==> config.mk <==
export PLATFORM = sky130hd
export DESIGN_NAME = pdp_table
export DESIGN_NICKNAME = d
export VERILOG_FILES = /design/src/rtl/pdp_pkg.sv /design/src/rtl/pdp_table.sv
export SDC_FILE = /design/constraint.sdc
export NUM_CORES = 1
export LEC_CHECK = 0
export CAP_MARGIN = 20
export CORE_UTILIZATION = 60
export CTS_CLUSTER_DIAMETER = 80
export CTS_CLUSTER_SIZE = 30
export DETAILED_ROUTE_END_ITERATION = 16
export DONT_BUFFER_PORTS = 1
export PLACE_DENSITY_LB_ADDON = 0.1
export REMOVE_ABC_BUFFERS = 1
export SLEW_MARGIN = 0
export SYNTH_ARGS = -nofsm -noshare
export SYNTH_HDL_FRONTEND = slang
export SYNTH_SLANG_ARGS = --single-unit
==> constraint.sdc <==
create_clock -name aclk -period 2.6 [get_ports aclk]
set_input_delay 0.39 -clock aclk [delete_from_list [all_inputs] [get_ports aclk]]
set_output_delay 0.39 -clock aclk [all_outputs]
set_load 0.005 [all_outputs]
==> src/rtl/pdp_pkg.sv <==
package pdp_pkg;

    // Build-time defaults for the top-level parameters
    localparam int PDP_MAX_READ_LENGTH = 1024;
    localparam int PDP_EMPIRICAL_DEPTH = 32;

    // APB register map
    localparam int PADDR_W = 5;
    localparam logic [2:0] REG_DECAY_FIVE   = 3'd0;
    localparam logic [2:0] REG_DECAY_THREE  = 3'd1;
    localparam logic [2:0] REG_PEAK_DAMAGE  = 3'd2;
    localparam logic [2:0] REG_BACKGROUND   = 3'd3;
    localparam logic [2:0] REG_EMP_FIVE_LEN = 3'd4;
    localparam logic [2:0] REG_EMP_THREE_LEN = 3'd5;

    // Request modes
    localparam logic [1:0] MODE_COMPUTE     = 2'd0;
    localparam logic [1:0] MODE_WRITE_FIVE  = 2'd1;
    localparam logic [1:0] MODE_WRITE_THREE = 2'd2;

    // Register stages inside the decay unit
    localparam int EXP_STAGES = 12;

    // Fixed-point constants
    localparam logic [24:0] LOG2E_Q24   = 25'h1715476;
    localparam logic [29:0] LN2_Q30     = 30'h2C5C85FE;
    // ceil(2^20 / 6): exact floor(v / 6) for v below 2^19
    localparam logic [17:0] DIV6_RECIP  = 18'd174763;

    typedef struct packed {
        logic [1:0]  mode;
        logic [9:0]  position;
        logic [10:0] read_length;
        logic [4:0]  table_index;
        logic [15:0] table_value;
    } in_item_t;

    typedef struct packed {
        logic [15:0] ct_prob_five;
        logic [15:0] ga_prob_three;
        logic        out_of_range;
    } out_item_t;

    typedef struct packed {
        logic [15:0] decay_rate_five;
        logic [15:0] decay_rate_three;
        logic [15:0] peak_damage;
        logic [15:0] background_rate;
        logic [5:0]  empirical_five_length;
        logic [5:0]  empirical_three_length;
    } cfg_t;

    // 2^(-k/16) in Q.30, k = 0..15
    typedef logic [15:0][30:0] frac_rom_t;

    function automatic logic [63:0] isqrt64(input logic [63:0] val);
        logic [63:0] rem;
        logic [63:0] root;
        logic [63:0] bitv;
        rem  = val;
        root = '0;
        bitv = 64'd1 << 62;
        for (int i = 0; i < 32; i++) begin
            if (rem >= root + bitv) begin
                rem  = rem - (root + bitv);
                root = (root >> 1) + bitv;
            end else begin
                root = root >> 1;
            end
            bitv = bitv >> 2;
        end
        return root;
    endfunction

    // Elaboration-time ROM build from chained square roots of 2^-1/2
    function automatic frac_rom_t build_frac_rom();
        logic [3:0][63:0] root;
        logic [63:0]      acc;
        frac_rom_t        rom;
        root[0] = isqrt64(64'd1 << 59);
        for (int j = 1; j < 4; j++) begin
            root[j] = isqrt64(root[j-1] << 30);
        end
        for (int k = 0; k < 16; k++) begin
            acc = 64'd1 << 30;
            for (int j = 0; j < 4; j++) begin
                if (((k >> (3 - j)) & 1) != 0) begin
                    acc = (acc * root[j] + (64'd1 << 29)) >> 30;
                end
            end
            rom[k] = acc[30:0];
        end
        return rom;
    endfunction

    localparam frac_rom_t FRAC_ROM = build_frac_rom();

endpackage

==> src/rtl/pdp_table.sv <==
module pdp_table import pdp_pkg::*; #(
    parameter  int DEPTH  = PDP_EMPIRICAL_DEPTH,
    localparam int ADDR_W = (DEPTH > 1) ? $clog2(DEPTH) : 1
) (
    input  logic              aclk,
    input  logic              wr_en,
    input  logic [ADDR_W-1:0] wr_addr,
    input  logic [15:0]       wr_data,
    input  logic              rd_en,
    input  logic [ADDR_W-1:0] rd_addr,
    output logic [15:0]       rd_data
);

    logic [15:0] mem_reg [DEPTH];
    logic [15:0] rd_data_reg;

    assign rd_data = rd_data_reg;

    always_ff @(posedge aclk) begin
        if (wr_en) begin
            mem_reg[wr_addr] <= wr_data;
        end
        if (rd_en) begin
            rd_data_reg <= mem_reg[rd_addr];
        end
    end

endmodule

==> results.cfg <==
[detailed_routing]
dr.pass1.iters = 6
drc = 0
antenna_left = 0
routed-via-count = 10300
wire_per_inst_um = 27.8
drt_iter0_drc = 1136
routed_wl_mm = 45.5
vias_per_cell = 6.30

[global_routing]
grt_overflow = 0
antenna_found_initial = 2
grt_max_degree = 257
gr-usage-all-layers_pct = 26.0
grt_pass1_wl_mm = 66.5
grt_pass1_vias = 10000

[sta]
relSlewSlack_pct = 8.85
setup_violations = 0
clock_skew_ns = 0.0137
final_max_slew_viol_count = 0
tns_ns = 0
min_period_ns = 2.01
rsz0062_at_grt = no
timing.final.hold_violations = 0
max_freq_ghz = 0.499
finalCritPeriodShare_pct = 77.1
worst_pin_slew_ns = 1.37

[clock_tree]
cts_setup_buffers = 0
postCtsHoldBufs = 17
cts_resized = 0
cts_root_buf = clkbuf_16
clk_pin_slew_ns = 0.11
clock_path_buffers = 3
htreeDepth = 1
clock_sinks = 528
worstSkewPairLatency_ns = 0.55
cts_tree = done
cts_buffers = 22

[worst_hold_path]
holdPathStages = 2
holdCritPathClass = input pin to flip-flop

[synthesis]
synth-xor-area-share_pct = 0
syn_area_per_cell_um2 = 18.1
synth.distinct_cells = 25
yosys.area_share.simple_pct = 3.46
yosys.area_share.adder_pct = 0
yosys_warnings = 0
synth_most_common_cell = edfxtp_1
syn_inst = 1143
syn_area_um2 = 20700
synth_area_leaders = edfxtp_1 (77%), mux2i_1 (12%), a22oi_1 (2.3%)
yosysTopAreaCellShare_pct = 76.6
synth-compound-area-share_pct = 4.93
yosysTopAreaCell = edfxtp_1
synth_common_cells = edfxtp_1 (528), mux2i_1 (256), a22oi_1 (64)
synth-main-ff-cell = edfxtp_1
synth_edf_count = 528
synthMuxAreaShare_pct = 12.4
synthArstFlopShare_pct = 0
synth-seq-cells = 528
synth_top_family_by_area = multiplexers
seq_area_frac_synth_pct = 76.6

[die]
die_w_um = 188
fp.coreArea_um2 = 33700
die_h_um = 188
placementRows = 67
dieArea_um2 = 35200
start_util_pct = 61.4
io-pin-count = 45

[final_layout]
nets = 1209
final_layout_size_suffix_gt1_share_pct = 9.96
fin_area_um2 = 22300
utilization_pct = 66.3
largest_register_ffs = 512
syn2layout_area_growth_pct = 7.89
stdcell_count = 1635

[placed_design]
dp_hpwl_mm = 26.8
dpl-instance-area_um2 = 21300
gp_congestion = 0.792
io_buffers = 0
place_inst = 1579

[worst_setup_path]
startpoint_type = input pin
crit_required_ns = 2.88
critPathKind = input pin to flip-flop
cp_top_family = multiplexers
worstPathCellList = mux2i_1 > a22o_1 > nor3_1 > a31oi_1 > nand3_1
worst_ep_arrival_time_ns = 2.29
cp_max_fo = 256
cp_num_cells = 5
crit_buf_inv = 0
rr_worst_depth = 5
critPathMaxStageDelay_ns = 0.52
end_kind = flip-flop
critPathSlowestCell = mux2i_1

[outcome]
status = finished clean

[pwr]
combinationalPowerShare_pct = 5.4
p_per_area_nw_per_um2 = 647
intPower_mw = 11.5
p_switching_mw = 2.90
p_total_mw = 14.5
clkPwrFrac_pct = 28.6
p_leak_nw = 7.64
seqPwrFrac_pct = 66.0
peakVddDrop_v = 0.000602
p_sw_share_pct = 20.1

[job]
cap_viol_max_count = 0
==> cell type report <==
class / instances / area [um2]
antenna: 2 / 5.00
clock inverter: 6 / 82.6
timing repair buffer: 80 / 903
tap: 448 / 561
clock buffer: 23 / 576
sequential: 528 / 15900
multi-input combinational: 548 / 4350
fill: 2294 / 11400
==> worst paths after layout <==
kind	from	slack, ns	end
worst min-delay path	rd_addr[3]	0.08	rd_data[12]
worst max-delay path	rd_addr[0]	0.59	rd_data[6]
worst min register to register	mem_reg[16][0]	0.68	rd_data[0]
worst max register to register	mem_reg[1][6]	1.00	rd_data[6]
==> routing by layer <==
layer,global-route usage [%],wire [um],vias to the layer above,share of wire (%)
met2,41.4,21400,376,47
met3,4.21,3540,68,7.8
met4,6.19,1100,0,2.4
li1,-,-,4611,-
met1,38.2,19500,5251,43
met5,0,0,-,0
==> through the flow <==
stage | worst slack [ns] | hold WS, ns
2_1_floorplan | -0.730 | 0.489
3_3_place_gp | 0.449 | 0.490
3_5_place_dp | 0.400 | 0.491
4_1_cts | 0.975 | 0.0685
5_1_grt | 0.912 | 0.0838
6_report | 0.595 | 0.0823
==> cell usage in the layout (no fill, tap or decap), drive strengths merged, types with 25 or more instances in the layout <==
cell,count
nand3,34
a22o,32
clkbuf,25
buf,69
a21oi,32
a22oi,64
nand2,33
mux2i,256
nor2,34
edfxtp,528
==> power by group through the flow <==
| stage | clock network (mW) | registers (mW) | logic [mW] |
|---|---|---|---|
| 6_report | 4.14 | 9.54 | 0.777 |
| 5_1_grt | 4.47 | 9.55 | 0.814 |
| 4_1_cts | 4.20 | 9.54 | 0.735 |
| 3_5_place_dp | 0 | 9.73 | 0.571 |
| 3_3_place_gp | 0 | 9.73 | 0.564 |
| 2_1_floorplan | 0 | 9.71 | 0.378 |
==> cell families after synthesis <==
| kind of cell | Yosys count |
|---|---|
| buf+inv | 67 |
| simple gates | 148 |
| mux | 256 |
| compound gates | 144 |
| flops | 528 |
==> worst register-to-register path, stage by stage (launching register included) <==
cell and delay (ns):
edfxtp_1 0.37, mux2i_1 0.19, a22o_1 0.24, nor3_1 0.09
a31oi_1 0.28, nand3_1 0.16
Power figures use the tool's default switching activity.
