## config.mk

```make
export PLATFORM = sky130hd
export DESIGN_NAME = pdp_cfg
export DESIGN_NICKNAME = d
export VERILOG_FILES = /design/src/rtl/pdp_pkg.sv /design/src/rtl/pdp_cfg.sv
export SDC_FILE = /design/constraint.sdc
export NUM_CORES = 1
export LEC_CHECK = 0
export BUFFER_PORTS_ARGS = -buffer_cell sky130_fd_sc_hd__buf_4
export CORE_MARGIN = 4
export CORE_UTILIZATION = 25
export CTS_CLUSTER_DIAMETER = 80
export DETAILED_ROUTE_END_ITERATION = 10
export SLEW_MARGIN = 20
export SYNTH_ARGS = -nofsm -noshare
export SYNTH_HDL_FRONTEND = slang
export SYNTH_SLANG_ARGS = --single-unit
```

## constraint.sdc

```tcl
create_clock -name aclk -period 8.69 [get_ports aclk]
set_input_delay 2.607 -clock aclk [delete_from_list [all_inputs] [get_ports aclk]]
set_output_delay 2.607 -clock aclk [all_outputs]
set_load 0.1 [all_outputs]
```

## src/rtl/pdp_pkg.sv

```systemverilog
package pdp_pkg;

    // Build-time defaults for the top-level parameters
    localparam int PDP_MAX_READ_LENGTH = 1024;
    localparam int PDP_EMPIRICAL_DEPTH = 32;

    // APB register map
    localparam int PADDR_W = 5;
    localparam logic [2:0] REG_DECAY_FIVE   = 3'd0;
    localparam logic [2:0] REG_DECAY_THREE  = 3'd1;
    localparam logic [2:0] REG_PEAK_DAMAGE  = 3'd2;
    localparam logic [2:0] REG_BACKGROUND   = 3'd3;
    localparam logic [2:0] REG_EMP_FIVE_LEN = 3'd4;
    localparam logic [2:0] REG_EMP_THREE_LEN = 3'd5;

    // Request modes
    localparam logic [1:0] MODE_COMPUTE     = 2'd0;
    localparam logic [1:0] MODE_WRITE_FIVE  = 2'd1;
    localparam logic [1:0] MODE_WRITE_THREE = 2'd2;

    // Register stages inside the decay unit
    localparam int EXP_STAGES = 12;

    // Fixed-point constants
    localparam logic [24:0] LOG2E_Q24   = 25'h1715476;
    localparam logic [29:0] LN2_Q30     = 30'h2C5C85FE;
    // ceil(2^20 / 6): exact floor(v / 6) for v below 2^19
    localparam logic [17:0] DIV6_RECIP  = 18'd174763;

    typedef struct packed {
        logic [1:0]  mode;
        logic [9:0]  position;
        logic [10:0] read_length;
        logic [4:0]  table_index;
        logic [15:0] table_value;
    } in_item_t;

    typedef struct packed {
        logic [15:0] ct_prob_five;
        logic [15:0] ga_prob_three;
        logic        out_of_range;
    } out_item_t;

    typedef struct packed {
        logic [15:0] decay_rate_five;
        logic [15:0] decay_rate_three;
        logic [15:0] peak_damage;
        logic [15:0] background_rate;
        logic [5:0]  empirical_five_length;
        logic [5:0]  empirical_three_length;
    } cfg_t;

    // 2^(-k/16) in Q.30, k = 0..15
    typedef logic [15:0][30:0] frac_rom_t;

    function automatic logic [63:0] isqrt64(input logic [63:0] val);
        logic [63:0] rem;
        logic [63:0] root;
        logic [63:0] bitv;
        rem  = val;
        root = '0;
        bitv = 64'd1 << 62;
        for (int i = 0; i < 32; i++) begin
            if (rem >= root + bitv) begin
                rem  = rem - (root + bitv);
                root = (root >> 1) + bitv;
            end else begin
                root = root >> 1;
            end
            bitv = bitv >> 2;
        end
        return root;
    endfunction

    // Elaboration-time ROM build from chained square roots of 2^-1/2
    function automatic frac_rom_t build_frac_rom();
        logic [3:0][63:0] root;
        logic [63:0]      acc;
        frac_rom_t        rom;
        root[0] = isqrt64(64'd1 << 59);
        for (int j = 1; j < 4; j++) begin
            root[j] = isqrt64(root[j-1] << 30);
        end
        for (int k = 0; k < 16; k++) begin
            acc = 64'd1 << 30;
            for (int j = 0; j < 4; j++) begin
                if (((k >> (3 - j)) & 1) != 0) begin
                    acc = (acc * root[j] + (64'd1 << 29)) >> 30;
                end
            end
            rom[k] = acc[30:0];
        end
        return rom;
    endfunction

    localparam frac_rom_t FRAC_ROM = build_frac_rom();

endpackage

```

## src/rtl/pdp_cfg.sv

```systemverilog
module pdp_cfg import pdp_pkg::*; (
    input  logic               aclk,
    input  logic               aresetn,
    input  logic               psel,
    input  logic               penable,
    input  logic               pwrite,
    input  logic [PADDR_W-1:0] paddr,
    input  logic [31:0]        pwdata,
    output logic [31:0]        prdata,
    output logic               pready,
    output cfg_t               cfg
);

    cfg_t       cfg_reg;
    cfg_t       cfg_next;
    logic [2:0] reg_idx;

    assign reg_idx = paddr[PADDR_W-1:2];
    assign pready  = 1'b1;
    assign cfg     = cfg_reg;

    always_comb begin
        cfg_next = cfg_reg;
        if (psel && penable && pwrite) begin
            unique case (reg_idx)
                REG_DECAY_FIVE:    cfg_next.decay_rate_five        = pwdata[15:0];
                REG_DECAY_THREE:   cfg_next.decay_rate_three       = pwdata[15:0];
                REG_PEAK_DAMAGE:   cfg_next.peak_damage            = pwdata[15:0];
                REG_BACKGROUND:    cfg_next.background_rate        = pwdata[15:0];
                REG_EMP_FIVE_LEN:  cfg_next.empirical_five_length  = pwdata[5:0];
                REG_EMP_THREE_LEN: cfg_next.empirical_three_length = pwdata[5:0];
                default: ;
            endcase
        end
    end

    always_comb begin
        unique case (reg_idx)
            REG_DECAY_FIVE:    prdata = 32'(cfg_reg.decay_rate_five);
            REG_DECAY_THREE:   prdata = 32'(cfg_reg.decay_rate_three);
            REG_PEAK_DAMAGE:   prdata = 32'(cfg_reg.peak_damage);
            REG_BACKGROUND:    prdata = 32'(cfg_reg.background_rate);
            REG_EMP_FIVE_LEN:  prdata = 32'(cfg_reg.empirical_five_length);
            REG_EMP_THREE_LEN: prdata = 32'(cfg_reg.empirical_three_length);
            default:           prdata = 32'd0;
        endcase
    end

    always_ff @(posedge aclk) begin
        if (!aresetn) begin
            cfg_reg <= '0;
        end else begin
            cfg_reg <= cfg_next;
        end
    end

endmodule

```

==> results of run 1 <==
-- worst paths after layout --
| path | start | to | slack (ns) | cells after the start |
|---|---|---|---|---|
| worst min-delay path | cfg[32] | cfg[32] | 0.47 | 2 |
| worst max-delay path | paddr[3] | prdata[2] | 2.05 | 5 |
| worst min register to register | cfg[32] | cfg[32] | 0.47 | 2 |
| worst max register to register | cfg[72] | cfg[72] | 8.01 | 2 |
-- final cells by class --
type	instances	area share
clock inverters	4	0.02488
clock buffers	12	0.05105
flip-flops and latches	76	0.3151
well taps	180	0.04664
repair buffers	119	0.1850
inverters	1	0.0007774
multi-input cells	244	0.3765
-- power by group through the flow --
stage                     registers (mW)  logic (mW)  clock network (mW)
after floorplan                    0.379      0.0757                   0
after global placement             0.361       0.109                   0
after detailed placement           0.361       0.110                   0
after CTS                          0.353       0.110               0.470
after global routing               0.353       0.115               0.485
final                              0.353       0.110               0.456
-- placed cells by master, fill, tap and decap left out --
cell type  netlist  layout
nor2b_1          1       1
nand2_1         94      94
conb_1           2      17
a22oi_1          4       4
bufinv_16        0       4
or3_1            1       1
dfxtp_1         76      76
clkbuf_16        0       9
clkbuf_1        14       2
a21oi_1          4       4
and2_1          10      10
clkbuf_8         0       1
buf_4           21     119
nand2b_1         2       2
nor2_2           4       4
nor3_4           1       1
mux2i_1         78      78
mux2_2           8       8
nand4_2          1       1
inv_1            1       1
a221oi_1         4       4
mux4_2          12      12
nand4b_4         1       1
o21ai_0          2       2
-- routing by layer --
metal,part of all wire,vias to the layer above
met5,0,-
met4,0.013,0
met2,0.47,101
met3,0.067,14
met1,0.45,1374
li1,-,1360
-- cells by family (layout without fill, tap and decap cells) --
logic type	after synthesis	in the layout	synth area share
and+or+nand+nor	115	115	0.1461
muxes	98	98	0.3218
DFF	76	76	0.4291
buffers and inverters	42	136	0.07410
AOI/OAI and AO/OA	14	14	0.02682
other	2	17	0.002118
-- worst reg2reg max path: cells and delay by family (launching register included) --
family        cells  cell delay, ns
flops             1            0.38
mux               1            0.16
simple gates      1            0.07
-- through the flow --
step	cell area (µm²)	power [mW]	cells	util	setup slack, ns
2_1_floorplan	3602	0.4546	362	-	0.8071
3_3_place_gp	4462	0.4698	620	0.3214	2.045
3_5_place_dp	4462	0.4710	620	0.3214	2.043
4_1_cts	4828	0.9335	636	0.3478	2.041
5_1_grt	4828	0.9530	636	0.3478	1.911
6_report	4828	0.9185	636	0.3478	2.046
==> results.json, run 1 <==
{
  "cts_resized": 0,
  "power.density_nw_per_um2": 190.2,
  "synth_most_common_cell": "nand2_1",
  "critPathMaxFanout": 25,
  "multi_input_area_um2": 1818,
  "initial_core_util": 0.2555,
  "critPathArrivalTime_ns": 4.04,
  "critPathSlowestCell": "nor2b_1",
  "synth.avg_cell_area_um2": 10.22,
  "critPathLaunchType": "input port",
  "met3_usage": 0.03512,
  "p_sw_mw": 0.2290,
  "syn-cell-area_um2": 3546,
  "portBuffers": 115,
  "largest_register_ff_count": 76,
  "slew_headroom": 0.3778,
  "vias_per_cell": 4.480,
  "top_usage_layer": "met2",
  "p_leak_nw": 2.070,
  "synthTopCellsByCount": "nand2_1 (94), mux2i_1 (78), dfxtp_1 (76)",
  "gp_congestion": 0.7461,
  "antenna_cells": 0,
  "cpMostUsedCell": "buf_4",
  "final.period_utilization": 0.7646,
  "period_minus_slack_ns": 6.644,
  "max_cap_viol_count": 0,
  "overflow": 0,
  "whs_ns": 0.4728,
  "intPower_mw": 0.6895,
  "met1_usage": 0.1639,
  "drc": 0,
  "io_pins": 151,
  "fin_nets": 493,
  "layout-drive-gt1-share": 0.3509,
  "grt_max_degree": 93,
  "place_hpwl_um": 7112,
  "netlist.area_leader.share": 0.4291,
  "clk_latency_ns": 0.32,
  "yosysSeqAreaShare": 0.4291,
  "finClkSkew_ns": 0,
  "area_growth_pct": 36.17,
  "pwr-share-comb": 0.119,
  "setup_viol": 0,
  "synth_edf_count": 0,
  "dieArea_um2": 16150,
  "root_buffer": "clkbuf_16",
  "critPathKind": "input port to output pin",
  "fmax_mhz": 150.5,
  "slew_viol_final": 0,
  "hold_path.class": "flop to flop",
  "peakVddDrop_uv": 75.93,
  "async_flop_share": 0,
  "ant_nets": 0,
  "cts_htree_levels": 3,
  "critPathBufInv": 2,
  "seq_area_um2": 1521,
  "worstMarginPinSlew_ns": 0.9334,
  "max_stage_delay_ns": 0.48,
  "yosysWarnings": 0,
  "cts_tree": "yes",
  "clkTransAtPathRegs_ns": 0.05,
  "ys_ff_latch": 76,
  "path_cells": "buf_4 -> nor2b_1 -> a22oi_1 -> a21oi_1 -> buf_4",
  "die_w_um": 127.1,
  "finalHoldViolations": 0,
  "drt_iter0_drc": 152,
  "wl_per_cell_um": 16.29,
  "cpLargestDelayFamily": "buffers and inverters",
  "cp-end-kind": "output pin",
  "rsz0062_at_grt": "false",
  "totalWireLength_um": 10360,
  "synth_top_cells_by_area": "dfxtp_1 (43%), mux2i_1 (22%), nand2_1 (10%), mux4_2 (7.6%), buf_4 (4.4%)",
  "hold_buffers": 0,
  "grtUsageTotal": 0.1283,
  "cts_setup_buffers": 0,
  "synth-main-ff-cell": "dfxtp_1",
  "num_vias": 2849,
  "syn_inst": 347,
  "cts_made_buffers": 9,
  "grt_pass1_vias": 3023,
  "rows": 43,
  "coreArea_um2": 13880,
  "status": "finished, final reports clean",
  "fillers": 1402,
  "seqPwrFrac": 0.385,
  "required_ns": 6.08,
  "p_clk_frac": 0.496,
  "met2_usage": 0.2089,
  "cts_sinks": 76,
  "synth_area_leader_cell": "dfxtp_1",
  "clock_path_buffers": 2,
  "grt_pass1_wl_um": 16310,
  "ys_types": 23,
  "antenna_found_initial": 0,
  "setup_tns_ns": 0,
  "netSwitchingFraction": 0.2493,
  "dr.pass1.iters": 4,
  "die_h_um": 127.1
}
Power figures use the tool's default switching activity.
==> run 2, diff against run 1 <==
- clock period: 8.69 -> 6.9 ns (I/O delays scaled with it)
==> run 2 against run 1 <==
  * Clock-buffer cell count rose by 2
  * Highest routed layer unchanged
  * Sequential power up 26%
  * Clock power up 4%
  * Wire length grew 0.77%
  * Total power rose by 15%
  * Core utilization decreased by 0.45 points
  * Non-clock buffer count stayed put
  * Critical path depth is the same
==> results.json, run 2 (synthesis gave the netlist of run 1 again) <==
{
  "die_w_um": 127.1,
  "cts_made_buffers": 9,
  "setup_tns_ns": 0,
  "dpl_worst_slack_ns": 1.295,
  "io_pins": 151,
  "rows": 43,
  "place_hpwl_um": 7184,
  "cts_sinks": 76,
  "final.setup.worst_slack_ns": 1.293,
  "largest_register_ff_count": 76,
  "setup_viol": 0,
  "reg2reg_from": "cfg[47]",
  "dp.cells": 620,
  "slew_viol_final": 0,
  "grtUsageTotal": 0.1281,
  "hold-path-endpoint": "cfg[54]",
  "cts_tree": "yes",
  "gp_congestion": 0.7437,
  "p_leak_nw": 2.042,
  "grt_pass1_wl_um": 16130,
  "critPathMaxFanout": 25,
  "critPathLaunchType": "input port",
  "design_power_total_mw": 1.058,
  "overflow": 0,
  "cts_setup_buffers": 0,
  "coreArea_um2": 13880,
  "layout-drive-gt1-share": 0.3495,
  "finClkSkew_ns": 0,
  "hold_buffers": 0,
  "grt_pass1_vias": 2885,
  "peakVddDrop_uv": 95.37,
  "dieArea_um2": 16150,
  "num_vias": 2885,
  "final_common_cell": "buf_4",
  "dr.pass1.iters": 4,
  "vias_per_cell": 4.543,
  "worstMarginPinSlew_ns": 0.9140,
  "final.period_utilization": 0.8126,
  "cts_resized": 0,
  "cpMostUsedCell": "buf_4",
  "finalHoldViolations": 0,
  "fin_nets": 493,
  "hold_path.class": "flop to flop",
  "max_cap_viol_count": 0,
  "timing.rr.end": "cfg[47]",
  "r2r_setup_slack_ns": 6.22,
  "drt_iter0_drc": 125,
  "cp-end-kind": "output pin",
  "path_cells": "buf_4 -> nor2b_1 -> a22oi_1 -> a21oi_1 -> buf_4",
  "clk_latency_ns": 0.32,
  "cts_htree_levels": 3,
  "wl_per_cell_um": 16.44,
  "period_minus_slack_ns": 5.607,
  "ant_nets": 0,
  "critPathKind": "input port to output pin",
  "antenna_cells": 0,
  "totalWireLength_um": 10440,
  "critPathSlowestCell": "nor2b_1",
  "most-common-layout-cells": "buf_4 (119), nand2_1 (94), mux2i_1 (78), dfxtp_1 (76), conb_1 (17)",
  "min_path_cells": 2,
  "fmax_mhz": 178.3,
  "max_stage_delay_ns": 0.50,
  "clkTransAtPathRegs_ns": 0.06,
  "slew_headroom": 0.3907,
  "root_buffer": "clkbuf_16",
  "rsz0062_at_grt": "false",
  "area_growth_pct": 34.40,
  "portBuffers": 115,
  "status": "finished, final reports clean",
  "initial_core_util": 0.2555,
  "worstHoldStart": "cfg[54]",
  "power.density_nw_per_um2": 222.1,
  "stdcell_count": 635,
  "antenna_found_initial": 0,
  "required_ns": 4.83,
  "utilization": 0.3433,
  "grt_max_degree": 93,
  "r2r_cells": 2,
  "die_h_um": 127.1,
  "clock_path_buffers": 2,
  "drc": 0,
  "critPathArrivalTime_ns": 3.54
}
## run 2: changes by cell type in the layout (fill, tap and decap cells not counted)
cell / previous run / this run
bufinv_16: 4 / 1
clkbuf_8: 1 / 3
## run 2: worst max-delay path by stage
stage | from | endpoint | slack [ns] | cells after the start
4_1_cts | paddr[3] | prdata[3] | 1.29 | 5
5_1_grt | paddr[3] | prdata[0] | 1.17 | 5
3_3_place_gp | paddr[3] | prdata[2] | 1.32 | 5
6_report | paddr[3] | prdata[2] | 1.29 | 5
2_1_floorplan | paddr[2] | prdata[1] | 0.09 | 4
3_5_place_dp | paddr[3] | prdata[3] | 1.30 | 5
## run 2: stage by stage
stage / hold WS (ns) / area (µm²)
global placement: 0.4579 / 4462
CTS: 0.4764 / 4766
detailed placement: 0.4671 / 4462
floorplan: 0.8922 / 3602
global route: 0.4970 / 4766
finish: 0.4723 / 4766
## run 2: layout make-up
type | instances | area, µm²
clock buffer | 14 | 274.0
clock inverter | 1 | 30.03
fill | 1432 | 9115
inverter | 1 | 3.754
multi-input combinational | 244 | 1818
sequential | 76 | 1521
tap | 180 | 225.2
timing repair buffer | 119 | 893.4
## run 2: power breakdown
group          internal (mW)  switching, mW  total, mW
clock network          0.308          0.167      0.475
logic                 0.0261          0.112      0.138
registers              0.442        0.00272      0.445
total                  0.776          0.282       1.06
## run 2: critical path: cells and delay by family
family,cells,cell delay (ns)
compound gates,2,0.38
buf+inv,2,0.57
simple gates,1,0.50
## run 2: per-layer routing
layer | global-route usage | vias up | wire length [µm]
met5 | 0 | - | 0
met4 | 0.03028 | 0 | 76
met3 | 0.04515 | 7 | 743
met2 | 0.2120 | 98 | 5025
met1 | 0.1606 | 1415 | 4592
li1 | - | 1365 | -
==> run 3, diff against run 2 <==
- clock period: 6.9 -> 5 ns (I/O delays scaled with it)
==> run 3 against run 2 <==
  * Setup slack worse by 0.73 ns
  * Sequential cell count unchanged
  * Core utilization up 0.37 points
  * Clock-buffer cell count down 3
  * Highest routed layer unchanged
==> results.json, run 3 (synthesis gave the netlist of run 1 again) <==
{
  "hold_path.class": "flop to flop",
  "cts_made_buffers": 9,
  "drc": 0,
  "finalHoldViolations": 0,
  "crit_start": "paddr[3]",
  "clock_path_buffers": 2,
  "area_growth_pct": 35.85,
  "slew_headroom": 0.4006,
  "cts_htree_levels": 3,
  "io_pins": 151,
  "hold_buffers": 0,
  "die_h_um": 127.1,
  "fin_nets": 495,
  "cts_tree": "yes",
  "status": "finished, final reports clean",
  "portBuffers": 115,
  "critPathSlowestCell": "nor2b_1",
  "grt_max_degree": 93,
  "worstHoldStart": "cfg[34]",
  "whs_ns": 0.4737,
  "drt_iter0_drc": 153,
  "dieArea_um2": 16150,
  "required_ns": 3.50,
  "peakVddDrop_uv": 191.6,
  "rows": 43,
  "overflow": 0,
  "wl_per_cell_um": 16.35,
  "die_w_um": 127.1,
  "power.density_nw_per_um2": 315.3,
  "critPathArrivalTime_ns": 2.93,
  "setup_tns_ns": 0,
  "ant_nets": 0,
  "path_cells": "buf_4 -> nor2b_1 -> a22oi_1 -> a21oi_2 -> buf_4",
  "antenna_cells": 0,
  "grt_pass1_wl_um": 16260,
  "cpMostUsedCell": "buf_4",
  "rsz0062_at_grt": "false",
  "root_buffer": "clkbuf_16",
  "totalWireLength_um": 10420,
  "final.period_utilization": 0.8866,
  "fmax_mhz": 225.6,
  "worstMarginPinSlew_ns": 0.8990,
  "max_stage_delay_ns": 0.50,
  "antenna_found_initial": 0,
  "layout-drive-gt1-share": 0.3654,
  "vias_per_cell": 4.479,
  "grtUsageTotal": 0.1306,
  "dr.pass1.iters": 4,
  "cts_setup_buffers": 0,
  "final_common_cell": "buf_4",
  "critPathKind": "input port to output pin",
  "cp-end-kind": "output pin",
  "most-common-layout-cells": "buf_4 (121), nand2_1 (94), mux2i_1 (78), dfxtp_1 (76), conb_1 (17)",
  "fillers": 1416,
  "critPathMaxFanout": 25,
  "dpl_worst_slack_ns": 0.5721,
  "cts_sinks": 76,
  "utilization": 0.3470,
  "num_vias": 2853,
  "p_leak_nw": 2.060,
  "reg2reg_from": "cfg[72]",
  "final.setup.worst_slack_ns": 0.5672,
  "clk_latency_ns": 0.34,
  "grt_pass1_vias": 2946,
  "slew_viol_final": 0,
  "period_minus_slack_ns": 4.433,
  "setup_viol": 0,
  "finClkSkew_ns": 0,
  "largest_register_ff_count": 76,
  "critPathLaunchType": "input port",
  "initial_core_util": 0.2555,
  "max_cap_viol_count": 0,
  "cts_resized": 0,
  "clkTransAtPathRegs_ns": 0.06,
  "place_hpwl_um": 7217,
  "gp_congestion": 0.7240,
  "coreArea_um2": 13880
}
## run 3: report_power, final
| group | switching (mW) | internal, mW | leakage (nW) |
|---|---|---|---|
| sequential | 0.00371 | 0.610 | 0.613 |
| clock | 0.252 | 0.460 | 0.158 |
| combinational | 0.155 | 0.0375 | 1.29 |
| total | 0.411 | 1.11 | 2.06 |
## run 3: worst max-delay path, delay by kind of cell
| kind | cells | cell delay, ns |
|---|---|---|
| buffers and inverters | 2 | 0.55 |
| and+or+nand+nor | 1 | 0.50 |
| AOI/OAI and AO/OA | 2 | 0.36 |
## run 3: area by class of cell
cell class | count | area [µm²] | area share
sequential | 76 | 1521 | 0.3158
timing repair buffer | 121 | 908.4 | 0.1886
clock buffer | 11 | 252.7 | 0.05247
multi-input combinational | 244 | 1833 | 0.3805
tap | 180 | 225.2 | 0.04675
clock inverter | 4 | 72.57 | 0.01506
inverter | 1 | 3.754 | 0.0007792
## run 3: path summary, 6_finish.rpt
check | end | slack, ns | cells past startpoint
setup / recovery | prdata[2] | 0.57 | 5
hold / removal | cfg[34] | 0.47 | 2
setup reg to reg | cfg[72] | 4.33 | 2
hold reg to reg | cfg[34] | 0.47 | 2
## run 3: layer usage
metal / global-route usage / wire length, µm
met2: 0.2120 / 4930
met5: 0 / 0
met1: 0.1600 / 4470
met4: 0.04164 / 160
met3: 0.05059 / 854
## run 3: metrics by stage
step           total power [mW]  std cells  cell area (µm²)
6_report                  1.519        637             4817
5_1_grt                   1.578        637             4817
4_1_cts                   1.543        637             4817
3_5_place_dp             0.8214        622             4492
3_3_place_gp             0.8192        622             4492
2_1_floorplan            0.7912        362             3617
